[src/lodd_pkg.sv]
// Package for the lock-order deadlock detector.
// Holds sizes, status codes and the result word type; no dependencies.
package lodd_pkg;

    localparam int NUM_LOCKS   = 16;
    localparam int STACK_DEPTH = 16;
    localparam int MAX_RESULTS = 16;
    localparam int LOCK_W      = 4;
    localparam int CNT_W       = 5;
    localparam int ORD_W       = 5;

    localparam logic [2:0] ST_OK       = 3'd0;
    localparam logic [2:0] ST_EMPTY    = 3'd1;
    localparam logic [2:0] ST_WRONG    = 3'd2;
    localparam logic [2:0] ST_DEADLOCK = 3'd3;
    localparam logic [2:0] ST_OVERFLOW = 3'd4;
    localparam logic [2:0] ST_HALTED   = 3'd5;

    localparam logic OP_ACQUIRE = 1'b0;
    localparam logic OP_RELEASE = 1'b1;

    typedef struct packed {
        logic [2:0]        status;
        logic [LOCK_W-1:0] edge_from;
        logic [LOCK_W-1:0] edge_to;
        logic              last;
    } result_t;

endpackage

[src/lodd_ram.sv]
// Generic single-port-write, single-read RAM with registered read data.
// No dependencies.
module lodd_ram #(
    parameter int WIDTH = 8,
    parameter int DEPTH = 16
) (
    input  logic                     clk,
    input  logic                     we,
    input  logic [$clog2(DEPTH)-1:0] waddr,
    input  logic [WIDTH-1:0]         wdata,
    input  logic [$clog2(DEPTH)-1:0] raddr,
    output logic [WIDTH-1:0]         rdata
);

    logic [WIDTH-1:0] mem [DEPTH];

    always_ff @(posedge clk)
    begin
        if (we)
        begin
            mem[waddr] <= wdata;
        end
        rdata <= mem[raddr];
    end

endmodule

[src/lodd_core.sv]
// Sequencer: held stack, order matrix in RAM, depth-first cycle search.
// Depends on lodd_pkg and lodd_ram.
module lodd_core (
    input  logic                          clk,
    input  logic                          rst_n,
    input  logic                          in_valid,
    output logic                          in_ready,
    input  logic                          in_op,
    input  logic [lodd_pkg::LOCK_W-1:0]   in_lock,
    output logic                          res_valid,
    input  logic                          res_ready,
    output lodd_pkg::result_t             res
);

    localparam logic [3:0] S_IDLE  = 4'd0;
    localparam logic [3:0] S_TOP   = 4'd1;
    localparam logic [3:0] S_ROW   = 4'd2;
    localparam logic [3:0] S_CLR   = 4'd3;
    localparam logic [3:0] S_ROOT  = 4'd4;
    localparam logic [3:0] S_HEAD  = 4'd5;
    localparam logic [3:0] S_HROW  = 4'd6;
    localparam logic [3:0] S_SCAN  = 4'd7;
    localparam logic [3:0] S_REP   = 4'd8;
    localparam logic [3:0] S_CHAIN = 4'd9;
    localparam logic [3:0] S_OUT   = 4'd10;
    localparam logic [3:0] S_PUSH  = 4'd11;
    localparam logic [3:0] S_INIT  = 4'd12;

    localparam int LW = lodd_pkg::LOCK_W;
    localparam int CW = lodd_pkg::CNT_W;
    localparam int NL = lodd_pkg::NUM_LOCKS;

    logic [3:0]    state_reg, state_next;
    logic [CW-1:0] held_count_reg, held_count_next;
    logic          halted_reg, halted_next;
    logic          op_reg;
    logic [LW-1:0] id_reg, top_reg;
    lodd_pkg::result_t out_reg, out_next;
    logic          out_valid_reg, out_valid_next;
    logic [LW-1:0] clr_reg, clr_next;

    logic [NL-1:0] visited_reg, visited_next;
    logic [NL-1:0] done_reg, done_next;
    logic [lodd_pkg::ORD_W-1:0] ord_reg [NL];
    logic [LW-1:0] from_reg [NL];
    logic [LW-1:0] nb_reg [NL];
    logic [CW-1:0] sp_reg, sp_next;
    logic [CW-1:0] count_reg;
    logic [CW-1:0] root_reg;
    logic [LW-1:0] h_reg, now_reg, there_reg;
    logic [CW-1:0] nres_reg;
    logic [CW-1:0] jscan;
    logic          jfound;

    // matrix RAM
    logic          m_we;
    logic [LW-1:0] m_waddr, m_raddr;
    logic [NL-1:0] m_wdata, m_rdata;
    // held stack RAM
    logic          h_we;
    logic [LW-1:0] h_waddr, h_raddr, h_rdata;
    // search stack RAM
    logic          s_we;
    logic [LW-1:0] s_waddr, s_raddr, s_rdata;
    logic [LW-1:0] s_wdata;

    lodd_ram #(.WIDTH(NL), .DEPTH(NL)) u_matrix (
        .clk(clk), .we(m_we), .waddr(m_waddr), .wdata(m_wdata),
        .raddr(m_raddr), .rdata(m_rdata));
    lodd_ram #(.WIDTH(LW), .DEPTH(lodd_pkg::STACK_DEPTH)) u_held (
        .clk(clk), .we(h_we), .waddr(h_waddr), .wdata(id_reg),
        .raddr(h_raddr), .rdata(h_rdata));
    lodd_ram #(.WIDTH(LW), .DEPTH(NL)) u_sstack (
        .clk(clk), .we(s_we), .waddr(s_waddr), .wdata(s_wdata),
        .raddr(s_raddr), .rdata(s_rdata));

    assign in_ready  = (state_reg == S_IDLE) && !out_valid_reg;
    assign res_valid = out_valid_reg;
    assign res       = out_reg;

    // next set neighbor at or above nb_reg[h] in the fetched row
    always_comb
    begin
        jfound = 1'b0;
        jscan  = CW'(NL);
        for (int k = NL - 1; k >= 0; k--)
        begin
            if (m_rdata[k] && (CW'(k) >= {1'b0, nb_reg[h_reg]}))
            begin
                jfound = 1'b1;
                jscan  = CW'(k);
            end
        end
    end

    logic nb_wrapped_reg [NL];

    always_comb
    begin
        state_next      = state_reg;
        held_count_next = held_count_reg;
        halted_next     = halted_reg;
        out_next        = out_reg;
        out_valid_next  = out_valid_reg;
        clr_next        = clr_reg;
        sp_next         = sp_reg;
        visited_next    = visited_reg;
        done_next       = done_reg;
        m_we = 1'b0; m_waddr = top_reg; m_wdata = m_rdata | (NL'(1) << id_reg);
        m_raddr = top_reg;
        h_we = 1'b0; h_waddr = held_count_reg[LW-1:0];
        h_raddr = LW'(held_count_reg - CW'(1));
        s_we = 1'b0; s_waddr = '0; s_wdata = '0;
        s_raddr = LW'(sp_reg - CW'(1));
        if (out_valid_reg && res_ready)
        begin
            out_valid_next = 1'b0;
        end
        unique case (state_reg)
            S_INIT:
            begin
                m_we = 1'b1; m_waddr = clr_reg; m_wdata = '0;
                clr_next = clr_reg + LW'(1);
                if (clr_reg == LW'(NL - 1))
                begin
                    state_next = S_IDLE;
                end
            end
            S_IDLE:
            begin
                if (in_valid && in_ready)
                begin
                    state_next = S_TOP;
                end
            end
            S_TOP:
            begin
                // held stack top read is in flight
                state_next = S_ROW;
            end
            S_ROW:
            begin
                out_next = '{status: lodd_pkg::ST_OK, edge_from: '0, edge_to: '0,
                             last: 1'b1};
                m_raddr = h_rdata;
                state_next = S_OUT;
                if (halted_reg)
                begin
                    out_next.status = lodd_pkg::ST_HALTED;
                end
                else if (op_reg == lodd_pkg::OP_ACQUIRE)
                begin
                    if (held_count_reg >= CW'(lodd_pkg::STACK_DEPTH))
                    begin
                        out_next.status = lodd_pkg::ST_OVERFLOW;
                    end
                    else if (held_count_reg != '0 && h_rdata != id_reg)
                    begin
                        state_next = S_CLR;
                    end
                    else
                    begin
                        state_next = S_PUSH;
                    end
                end
                else
                begin
                    if (held_count_reg == '0)
                    begin
                        out_next.status = lodd_pkg::ST_EMPTY;
                    end
                    else if (h_rdata != id_reg)
                    begin
                        out_next.status = lodd_pkg::ST_WRONG;
                    end
                    else
                    begin
                        held_count_next = held_count_reg - CW'(1);
                    end
                end
            end
            S_CLR:
            begin
                // row of top is valid now
                if (m_rdata[id_reg])
                begin
                    state_next = S_PUSH;
                end
                else
                begin
                    m_we = 1'b1;
                    visited_next = '0;
                    done_next = '0;
                    state_next = S_ROOT;
                end
            end
            S_ROOT:
            begin
                if (root_reg >= CW'(NL))
                begin
                    state_next = S_PUSH;
                end
                else if (visited_reg[root_reg[LW-1:0]])
                begin
                    state_next = S_ROOT;
                end
                else
                begin
                    visited_next[root_reg[LW-1:0]] = 1'b1;
                    s_we = 1'b1; s_waddr = '0; s_wdata = root_reg[LW-1:0];
                    sp_next = CW'(1);
                    state_next = S_HEAD;
                end
            end
            S_HEAD:
            begin
                if (sp_reg == '0)
                begin
                    state_next = S_ROOT;
                end
                else
                begin
                    state_next = S_HROW;
                end
            end
            S_HROW:
            begin
                m_raddr = s_rdata;
                state_next = S_SCAN;
            end
            S_SCAN:
            begin
                if (!jfound || nb_wrapped_reg[h_reg])
                begin
                    done_next[h_reg] = 1'b1;
                    sp_next = sp_reg - CW'(1);
                    state_next = S_HEAD;
                end
                else if (!visited_reg[jscan[LW-1:0]])
                begin
                    visited_next[jscan[LW-1:0]] = 1'b1;
                    if (sp_reg < CW'(NL))
                    begin
                        s_we = 1'b1; s_waddr = sp_reg[LW-1:0];
                        s_wdata = jscan[LW-1:0];
                        sp_next = sp_reg + CW'(1);
                    end
                    state_next = S_HEAD;
                end
                else if (ord_reg[h_reg] < ord_reg[jscan[LW-1:0]] ||
                         done_reg[jscan[LW-1:0]])
                begin
                    state_next = S_HEAD;
                end
                else
                begin
                    out_next = '{status: lodd_pkg::ST_DEADLOCK, edge_from: h_reg,
                                 edge_to: jscan[LW-1:0], last: 1'b0};
                    out_valid_next = 1'b1;
                    halted_next = 1'b1;
                    state_next = S_REP;
                end
            end
            S_REP:
            begin
                if (!out_valid_reg || res_ready)
                begin
                    out_next = '{status: lodd_pkg::ST_DEADLOCK,
                                 edge_from: from_reg[now_reg], edge_to: now_reg,
                                 last: (from_reg[now_reg] == there_reg) ||
                                       (nres_reg >= CW'(lodd_pkg::MAX_RESULTS - 1))};
                    out_valid_next = 1'b1;
                    state_next = out_next.last ? S_IDLE : S_REP;
                end
            end
            S_PUSH:
            begin
                h_we = 1'b1;
                held_count_next = held_count_reg + CW'(1);
                out_next = '{status: lodd_pkg::ST_OK, edge_from: '0, edge_to: '0,
                             last: 1'b1};
                state_next = S_OUT;
            end
            S_OUT:
            begin
                out_valid_next = 1'b1;
                state_next = S_IDLE;
            end
            default:
            begin
                state_next = S_IDLE;
            end
        endcase
    end

    always_ff @(posedge clk or negedge rst_n)
    begin
        if (!rst_n)
        begin
            state_reg      <= S_INIT;
            held_count_reg <= '0;
            halted_reg     <= 1'b0;
            out_valid_reg  <= 1'b0;
            sp_reg         <= '0;
            visited_reg    <= '0;
            done_reg       <= '0;
            clr_reg        <= '0;
        end
        else
        begin
            state_reg      <= state_next;
            held_count_reg <= held_count_next;
            halted_reg     <= halted_next;
            out_valid_reg  <= out_valid_next;
            sp_reg         <= sp_next;
            visited_reg    <= visited_next;
            done_reg       <= done_next;
            clr_reg        <= clr_next;
        end
    end

    always_ff @(posedge clk)
    begin
        out_reg <= out_next;
        if (state_reg == S_IDLE && in_valid && in_ready)
        begin
            op_reg <= in_op;
            id_reg <= in_lock;
        end
        if (state_reg == S_ROW)
        begin
            top_reg <= h_rdata;
        end
        if (state_reg == S_CLR)
        begin
            root_reg  <= '0;
            count_reg <= '0;
            for (int k = 0; k < NL; k++)
            begin
                nb_reg[k]         <= '0;
                nb_wrapped_reg[k] <= 1'b0;
                from_reg[k]       <= '0;
            end
        end
        if (state_reg == S_ROOT)
        begin
            if (root_reg < CW'(NL) && !visited_reg[root_reg[LW-1:0]])
            begin
                ord_reg[root_reg[LW-1:0]] <= count_reg;
                count_reg <= count_reg + CW'(1);
            end
            root_reg <= root_reg + CW'(1);
        end
        if (state_reg == S_HROW)
        begin
            h_reg <= s_rdata;
        end
        if (state_reg == S_SCAN && jfound && !nb_wrapped_reg[h_reg])
        begin
            nb_reg[h_reg] <= jscan[LW-1:0] + LW'(1);
            if (jscan == CW'(NL - 1))
            begin
                nb_wrapped_reg[h_reg] <= 1'b1;
            end
            if (!visited_reg[jscan[LW-1:0]])
            begin
                from_reg[jscan[LW-1:0]] <= h_reg;
                ord_reg[jscan[LW-1:0]]  <= count_reg;
                count_reg <= count_reg + CW'(1);
            end
            now_reg   <= h_reg;
            there_reg <= jscan[LW-1:0];
            nres_reg  <= CW'(1);
        end
        if (state_reg == S_REP && (!out_valid_reg || res_ready))
        begin
            now_reg  <= from_reg[now_reg];
            nres_reg <= nres_reg + CW'(1);
        end
    end

endmodule

[src/lock_order_deadlock_detector.sv]
// Top level of the lock-order deadlock detector.
// Stream ports around lodd_core; depends on lodd_pkg and lodd_core.
//
// s_axis carries one request word: op (acquire or release) and lock number.
// m_axis returns result words: status, the edge of a reported cycle and
// tlast on the final word caused by that request.
// A release, an overflow or a halted request gives its word via S_OUT;
// a push passes S_PUSH first; an acquire along a known edge, S_CLR and S_PUSH.
// The next request is taken the cycle after the result word is taken.
// An acquire that adds a new order edge runs a depth-first search over the
// matrix RAM: one neighbor step (S_HEAD, S_HROW, S_SCAN) per set bit and
// per finished lock, plus root steps in S_ROOT for each lock and in S_HEAD for each new root.
// A found cycle streams one word per cycle while the receiver is ready,
// closing edge first, then the parent chain; the block then halts and
// answers every request with the halted status.
// Reset clears the held count, the halted flag and control state, then an
// S_INIT pass zeroes the order matrix RAM row by row while s_axis_tready stays low.
// When the receiver stalls, the result word holds and no request is taken.
module lock_order_deadlock_detector (
    input  logic       clk,
    input  logic       rst_n,
    input  logic       s_axis_tvalid,
    output logic       s_axis_tready,
    input  logic [7:0] s_axis_tdata,   // [0] op, [4:1] lock_id
    output logic       m_axis_tvalid,
    input  logic       m_axis_tready,
    output logic [15:0] m_axis_tdata,  // [2:0] status, [6:3] edge_from, [10:7] edge_to
    output logic       m_axis_tlast
);

    lodd_pkg::result_t res;

    lodd_core u_core (
        .clk(clk), .rst_n(rst_n),
        .in_valid(s_axis_tvalid), .in_ready(s_axis_tready),
        .in_op(s_axis_tdata[0]), .in_lock(s_axis_tdata[4:1]),
        .res_valid(m_axis_tvalid), .res_ready(m_axis_tready), .res(res));

    assign m_axis_tdata = {5'b0, res.edge_to, res.edge_from, res.status};
    assign m_axis_tlast = res.last;

endmodule

[config.mk]
export PLATFORM = sky130hd
export DESIGN_NAME = lock_order_deadlock_detector
export DESIGN_NICKNAME = d
export VERILOG_FILES = /design/src/lodd_pkg.sv /design/src/lodd_ram.sv /design/src/lodd_core.sv /design/src/lock_order_deadlock_detector.sv
export SDC_FILE = /design/constraint.sdc
export NUM_CORES = 1
export LEC_CHECK = 0
export BUFFER_PORTS_ARGS = -buffer_cell sky130_fd_sc_hd__buf_4
export CAP_MARGIN = 40
export CORE_UTILIZATION = 50
export CTS_CLUSTER_SIZE = 25
export DETAILED_ROUTE_END_ITERATION = 8
export PLACE_DENSITY_LB_ADDON = 0.3
export SLEW_MARGIN = 20
export SYNTH_ARGS = -nofsm -noshare
export SYNTH_HDL_FRONTEND = slang
export SYNTH_SLANG_ARGS = --single-unit
export TNS_END_PERCENT = 10
[constraint.sdc]
create_clock -name clk -period 5.1 [get_ports clk]
set_clock_uncertainty 0.05 [all_clocks]
set_input_delay 0.51 -clock clk [delete_from_list [all_inputs] [get_ports clk]]
set_output_delay 0.51 -clock clk [all_outputs]
set_load 0.01 [all_outputs]
# ---- Word-level counts from Yosys, hierarchy flattened
# Memory sizes are Yosys's and may differ from the RTL's. A register that Yosys moved wholly into a read port is not among the register bits.
# Index checks and enable logic that the tools add are counted.
dict set report classes {
  addsub 9
  n_lt_le_gt_ge 28
  eq_ne 32
  shift 1
  muxes 165
  n_bitwise 6
  n_reduce_logical 58
}
# operator count
set op_table {}
lappend op_table {{2-to-1 mux 5 bit} 35}
lappend op_table {{2-to-1 mux 4 bit} 35}
lappend op_table {{2-to-1 mux 16 bit} 7}
lappend op_table {{OR 16 bit} 4}
lappend op_table {{2-to-1 mux 1 bit} 60}
lappend op_table {{2-to-1 mux 12 bit} 4}
lappend op_table {{case mux 12 bit (4 select lines)} 1}
lappend op_table {{case mux 16 bit (3 select lines)} 1}
lappend op_table {{case mux 4 bit (11 select lines)} 1}
lappend op_table {{case mux 16 bit (2 select lines)} 1}
lappend op_table {{>= comparator 4 bit (first input constant)} 7}
lappend op_table {{logical AND 1 bit} 28}
lappend op_table {{adder 5 x 1 -> 5 bit (second input constant)} 5}
lappend op_table {{equality test 4 bit (second input constant)} 5}
lappend op_table {{less-than comparator 4 x 5 -> 1 bit (second input constant)} 4}
lappend op_table {{!= test 2 bit (second input constant)} 10}
lappend op_table {{case mux 5 bit (2 select lines)} 2}
lappend op_table {{binary-select mux 1 bit (select 4 bit)} 4}
lappend op_table {{equality test 4 x 3 -> 1 bit (second input constant)} 4}
lappend op_table {{>= comparator 3 x 4 -> 1 bit (first input constant)} 4}
lappend op_table {{case mux 4 bit (2 select lines)} 2}
lappend op_table {{left shift 1 x 4 -> 16 bit (first input constant)} 1}
lappend op_table {{AND reduction 5 bit} 3}
lappend op_table {{demux 1 bit (select 4 bit)} 3}
lappend op_table {{36 further kinds} 68}
dict set report word_totals {
  ff_bits 100
  mem_bits_rw 608
  in_bits 12
  out_inout_bits 19
  word_cells 327
  n_memories 7
}
# name words width read_ports rd_ports_with_merged_regs wr line_no
set memory_table {}
lappend memory_table {u_core.u_matrix.mem 16 16 1 1 1 lodd_ram.sv:15} ;# logic [WIDTH-1:0] mem [DEPTH];
lappend memory_table {u_core.ord_reg 16 5 2 1 1 lodd_core.sv:44} ;# logic [lodd_pkg::ORD_W-1:0] ord_reg [NL];
lappend memory_table {u_core.from_reg 16 4 1 1 16 lodd_core.sv:45} ;# logic [LW-1:0] from_reg [NL];
lappend memory_table {u_core.nb_reg 16 4 1 1 16 lodd_core.sv:46} ;# logic [LW-1:0] nb_reg [NL];
lappend memory_table {u_core.u_held.mem 16 4 1 1 1 lodd_ram.sv:15}
lappend memory_table {u_core.u_sstack.mem 16 4 1 1 1 lodd_ram.sv:15}
lappend memory_table {{1 more memories} - - - - - -}

# ---- Longest topological paths before layout
dict set report logic_depth {
  ltp_word 25
  ltp_mapped 26
  ltp_nobuf 21
}

# ---- Hierarchy
# From an unflattened synthesis, not the netlist that was laid out.
dict set report hier_totals {
  cells_unflattened 2298
  hier_area_um2 32867.8
}
# module n_inst cells_per_inst area_each_um2 seq_area_each_um2
set by_module_without_submodules {}
lappend by_module_without_submodules {lodd_core 1 1600 17450.5 9421.5}
lappend by_module_without_submodules {{lodd_ram (u_core.u_matrix)} 1 432 10043.4 8007.7}
lappend by_module_without_submodules {{lodd_ram (u_core.u_held ...)} 2 130 2666.3 2001.9}
lappend by_module_without_submodules {lock_order_deadlock_detector 1 6 41.3 0.0}

# ---- Worst setup path after synthesis
# No wires, ideal clock.
dict set report synth_path {
  path_type {flip-flop to flip-flop}
  from {register (tool-made name)}
  to {register u_core.out_reg (netlist bit u_core.res[0]) (enable)}
  setup_time_ps 326
  arrival_ps 5311
  t_required_ps 4724
  path_slack_ps -587
  path_stages_with_launch 23
  n_path_buf 3
  period_less_slack_ps 5687
  path_cell_list {dfxtp_1 -> buf_6 -> mux4_2 -> nand2_1 -> nand4_1 -> o21ai_0 -> a32o_1 -> a21oi_2 -> o21a_2 -> nor2_2 -> buf_2 -> buf_1 -> mux2i_1 -> mux4_2 -> nand2_1 -> nand2_1 -> ha_1 -> a21o_1 -> a21o_1 -> a21oi_1 -> o311ai_0 -> and3b_1 -> or4_1}
}
# item line_no
set synth_rtl {}
lappend synth_rtl {{end signal, assigned} lodd_core.sv:324} ;# out_reg <= out_next;
lappend synth_rtl {{end, declared} lodd_core.sv:38} ;# lodd_pkg::result_t out_reg, out_next;

==> flow_metrics.env <==
export IMPL_clkTransAtPathRegs_ns=0.06
export IMPL_netlist_instances=2172
export IMPL_ys_warn_count=0
export IMPL_largest_reg_flops=256
export IMPL_ys_types=86
export IMPL_hold_path_class="in -> reg"
export IMPL_synth_area_mm2=0.0324
export IMPL_dieArea_mm2=0.0659
export IMPL_violations="setup timing"
export IMPL_ys_seq_area_frac=0.661
export IMPL_cp_start_kind="register"
export IMPL_gp_routability_congestion=0.903
export IMPL_worst_skew_pair_late_latency_ns=0.64
export IMPL_vdd_drop_max_uv=325
export IMPL_yosys_register_bits=740
export IMPL_required_ns=5.42
export IMPL_die_y_um=257
export IMPL_r2r_slack_ns=-0.42
export IMPL_cap_violations=0
export IMPL_cts_tree="yes"
export IMPL_clockBufferDepth=3
export IMPL_setup_viol=75
export IMPL_crit_type="reg -> reg"
export IMPL_drv_slew=0
export IMPL_cts_made_buffers=74
export IMPL_area_growth_pct=18.1
export IMPL_rsz0062_at_grt="true"
export IMPL_end_kind="register"
export IMPL_htree_num_levels=3
export IMPL_reg2regPathDepth=25
export IMPL_synth_edf_count=635
export IMPL_finalCritPeriodShare=1.08
export IMPL_power_density_mw_per_mm2=585
export IMPL_via_per_inst=6.11
export IMPL_yosysTopAreaCell="edfxtp_1"
export IMPL_detail_route_first_pass_iterations=6
export IMPL_cts_root_buffer="clkbuf_16"
export IMPL_io_pins=31
export IMPL_io_buffers=22
export IMPL_setup_slack_ns=-0.419
export IMPL_status="finished with violations"
export IMPL_drive_above_1_share=0.289
export IMPL_clock_sinks=740
export IMPL_synth_top_area_frac=0.588
export IMPL_cp_max_fo=8
export IMPL_period_needed_ns=5.52
export IMPL_synthArstFlopShare=0.0703
export IMPL_drt_iter0_drc=2103
export IMPL_antenna_found_initial=1
export IMPL_wl_um=80600
export IMPL_relSlewSlack=0.405
export IMPL_postSynthAreaPerCell_um2=14.9
export IMPL_fp_dieW_um=257
export IMPL_grt_pass1_vias=19800
export IMPL_wl_per_cell_um=24.4
export IMPL_synth_area_leaders="edfxtp_1 (59%), mux4_2 (13%), dfrtp_1 (3.9%)"
export IMPL_worst_slew_pin_slew_ns=0.889
export IMPL_hpwl_um=52700
export IMPL_core_area_mm2=0.0642
export IMPL_drtAntennaViolNets=0
export IMPL_dp_cells=3104
export IMPL_start_util=0.505
export IMPL_arrival_ns=5.84
export IMPL_drc=0
export IMPL_p_leak_nw=13.4
export IMPL_grt_overflow=0
export IMPL_fin_util=0.597
export IMPL_grt_pass1_wl_um=122000
export IMPL_rows=93
export IMPL_whs_path_depth=3
export IMPL_grt_usage=0.245
export IMPL_grt_max_degree=65
export IMPL_synth_ff_type="edfxtp_1"
export IMPL_layout_cells_non_filler=3305
export IMPL_max_freq_ghz=0.181
export IMPL_vias=20200
export IMPL_nNetsFinal=2422
export IMPL_hold_viol_final=0
routing by layer:
metal	wire, um	vias up	GRT usage
met1	33300	10200	0.347
met5	0	-	0
met2	38000	979	0.381
met3	7020	160	0.0456
li1	-	8829	-
met4	2320	0	0.0878
power by group:
group	internal (W)	total [W]	switching [W]
Combinational	0.00384	0.00859	0.00474
Clock	0.00314	0.00551	0.00236
Sequential	0.00763	0.00830	0.000672
Total	0.0146	0.0224	0.00778
critical path, stage by stage, from the launching register on:
cell and delay, ns:
dfxtp_4 0.41, buf_8 0.14, mux4_2 0.55, nand2_2 0.12, and4_4 0.29, buf_6 0.12
o31ai_4 0.05, a32o_2 0.27, a21oi_2 0.16, o21a_2 0.18, nor2_4 0.05, buf_12 0.14
buf_12 0.13, buf_8 0.12, mux2i_1 0.12, mux4_2 0.49, nand2_2 0.09, nand2_2 0.07
ha_4 0.24, nand4_1 0.15, inv_2 0.07, o41ai_4 0.06, o311ai_4 0.20, and3b_2 0.29
buf_6 0.12, or4_4 0.58
layout by cell type, fill, tap and decap left out, types with 9 or more instances in the layout:
| master | Yosys | layout |
|---|---|---|
| buf_4 | 7 | 230 |
| a211oi_1 | 16 | 16 |
| a32oi_1 | 18 | 18 |
| clkbuf_1 | 87 | 19 |
| mux2_2 | 11 | 11 |
| dfxtp_1 | 53 | 50 |
| buf_6 | 6 | 19 |
| nand2_1 | 195 | 186 |
| xor2_1 | 11 | 11 |
| nor2_1 | 256 | 221 |
| dfrtp_1 | 50 | 50 |
| clkinv_2 | 0 | 12 |
| o21ai_1 | 35 | 28 |
| and2_1 | 23 | 23 |
| buf_12 | 0 | 9 |
| a31oi_1 | 19 | 17 |
| nor2_2 | 1 | 26 |
| clkbuf_16 | 0 | 75 |
| o21ai_0 | 43 | 35 |
| nor2b_1 | 33 | 33 |
| o21ai_4 | 0 | 9 |
| a21oi_1 | 62 | 58 |
| and3_1 | 22 | 18 |
| nor3_1 | 32 | 30 |
| edfxtp_1 | 635 | 635 |
| mux2i_1 | 52 | 49 |
| ha_1 | 23 | 19 |
| nor2_4 | 0 | 10 |
| nand3_1 | 62 | 54 |
| xnor2_1 | 17 | 17 |
| inv_1 | 38 | 36 |
| mux4_2 | 181 | 181 |
logic make-up (layout without fill, tap and decap cells):
group                    count (synthesis)  count (layout)  share of synthesized area
flip-flops                             740             740                      0.661
buffers and inverters                  177             449                     0.0237
XOR/XNOR                                28              28                    0.00756
other                                    1               6                   0.000116
multiplexers                           248             248                      0.148
AO/OA/AOI/OAI                          275             275                     0.0560
adder cells (fa/ha/maj)                 23              23                    0.00887
AND/OR/NAND/NOR                        680             681                     0.0946
Yosys cell counts (6+ instances only):
master,number
nand2b_1,8
nor2b_1,33
nor4_1,7
inv_1,38
buf_4,7
nor2_1,256
mux2i_1,52
xnor2_1,17
o211ai_1,8
nand4_1,8
mux2_2,11
o22ai_1,6
or2_2,9
mux4_2,181
and2_1,23
a32oi_1,18
buf_6,6
clkbuf_1,87
nor3_1,32
buf_1,19
edfxtp_1,635
o21ai_0,43
a211oi_1,16
dfxtp_1,53
a21oi_1,62
dfrtp_1,50
nand3_1,62
a31oi_1,19
and3_1,22
a41oi_1,7
o21ai_1,35
buf_2,17
xor2_1,11
ha_1,23
nand2_1,195
stage by stage:
step / hold WS, ns / TNS, ns / power [W] / worst slack [ns] / area (um^2)
2_1_floorplan: 0.164 / 0 / 0.0132 / 0.0120 / 32500
3_3_place_gp: 0.386 / -31.66 / 0.0159 / -0.530 / 34700
3_5_place_dp: 0.391 / -43.06 / 0.0161 / -0.558 / 34700
4_1_cts: 0.281 / -11.80 / 0.0220 / -0.371 / 37800
5_1_grt: 0.343 / -24.66 / 0.0233 / -0.527 / 38300
6_report: 0.312 / -8.39 / 0.0224 / -0.419 / 38300
final timing paths:
path | from | endpoint
max | register | u_core.res[11]
min | m_axis_tready | u_core.res_valid
max reg2reg | register | u_core.res[11]
min reg2reg | u_core.nb_wrapped_reg[8] | u_core.nb_wrapped_reg[8]
max in group asynchronous | rst_n | u_core.done_reg[8]
min in group asynchronous | rst_n | u_core.sp_reg[0]
layout make-up:
type,count,area [um^2]
diodes,1,2.50
clock buffers,99,2020
clock inverters,39,453
fillers,4781,25900
inverters,40,161
multi-input cells,1260,10900
flip-flops and latches,740,21400
well taps,855,1070
repair buffers,271,2300
what timing repair did:
item                                    in CTS  in global routing
endpoints found under the setup margin     248                297
hold endpoints to repair                    55                  0
buffers inserted                            27                 15
gates resized for setup                     82                 67
cloned                                       2                  0
pin swaps                                   35                 39
hold buffers                                 6                  0
No activity file was read; power rests on OpenSTA's default activity.
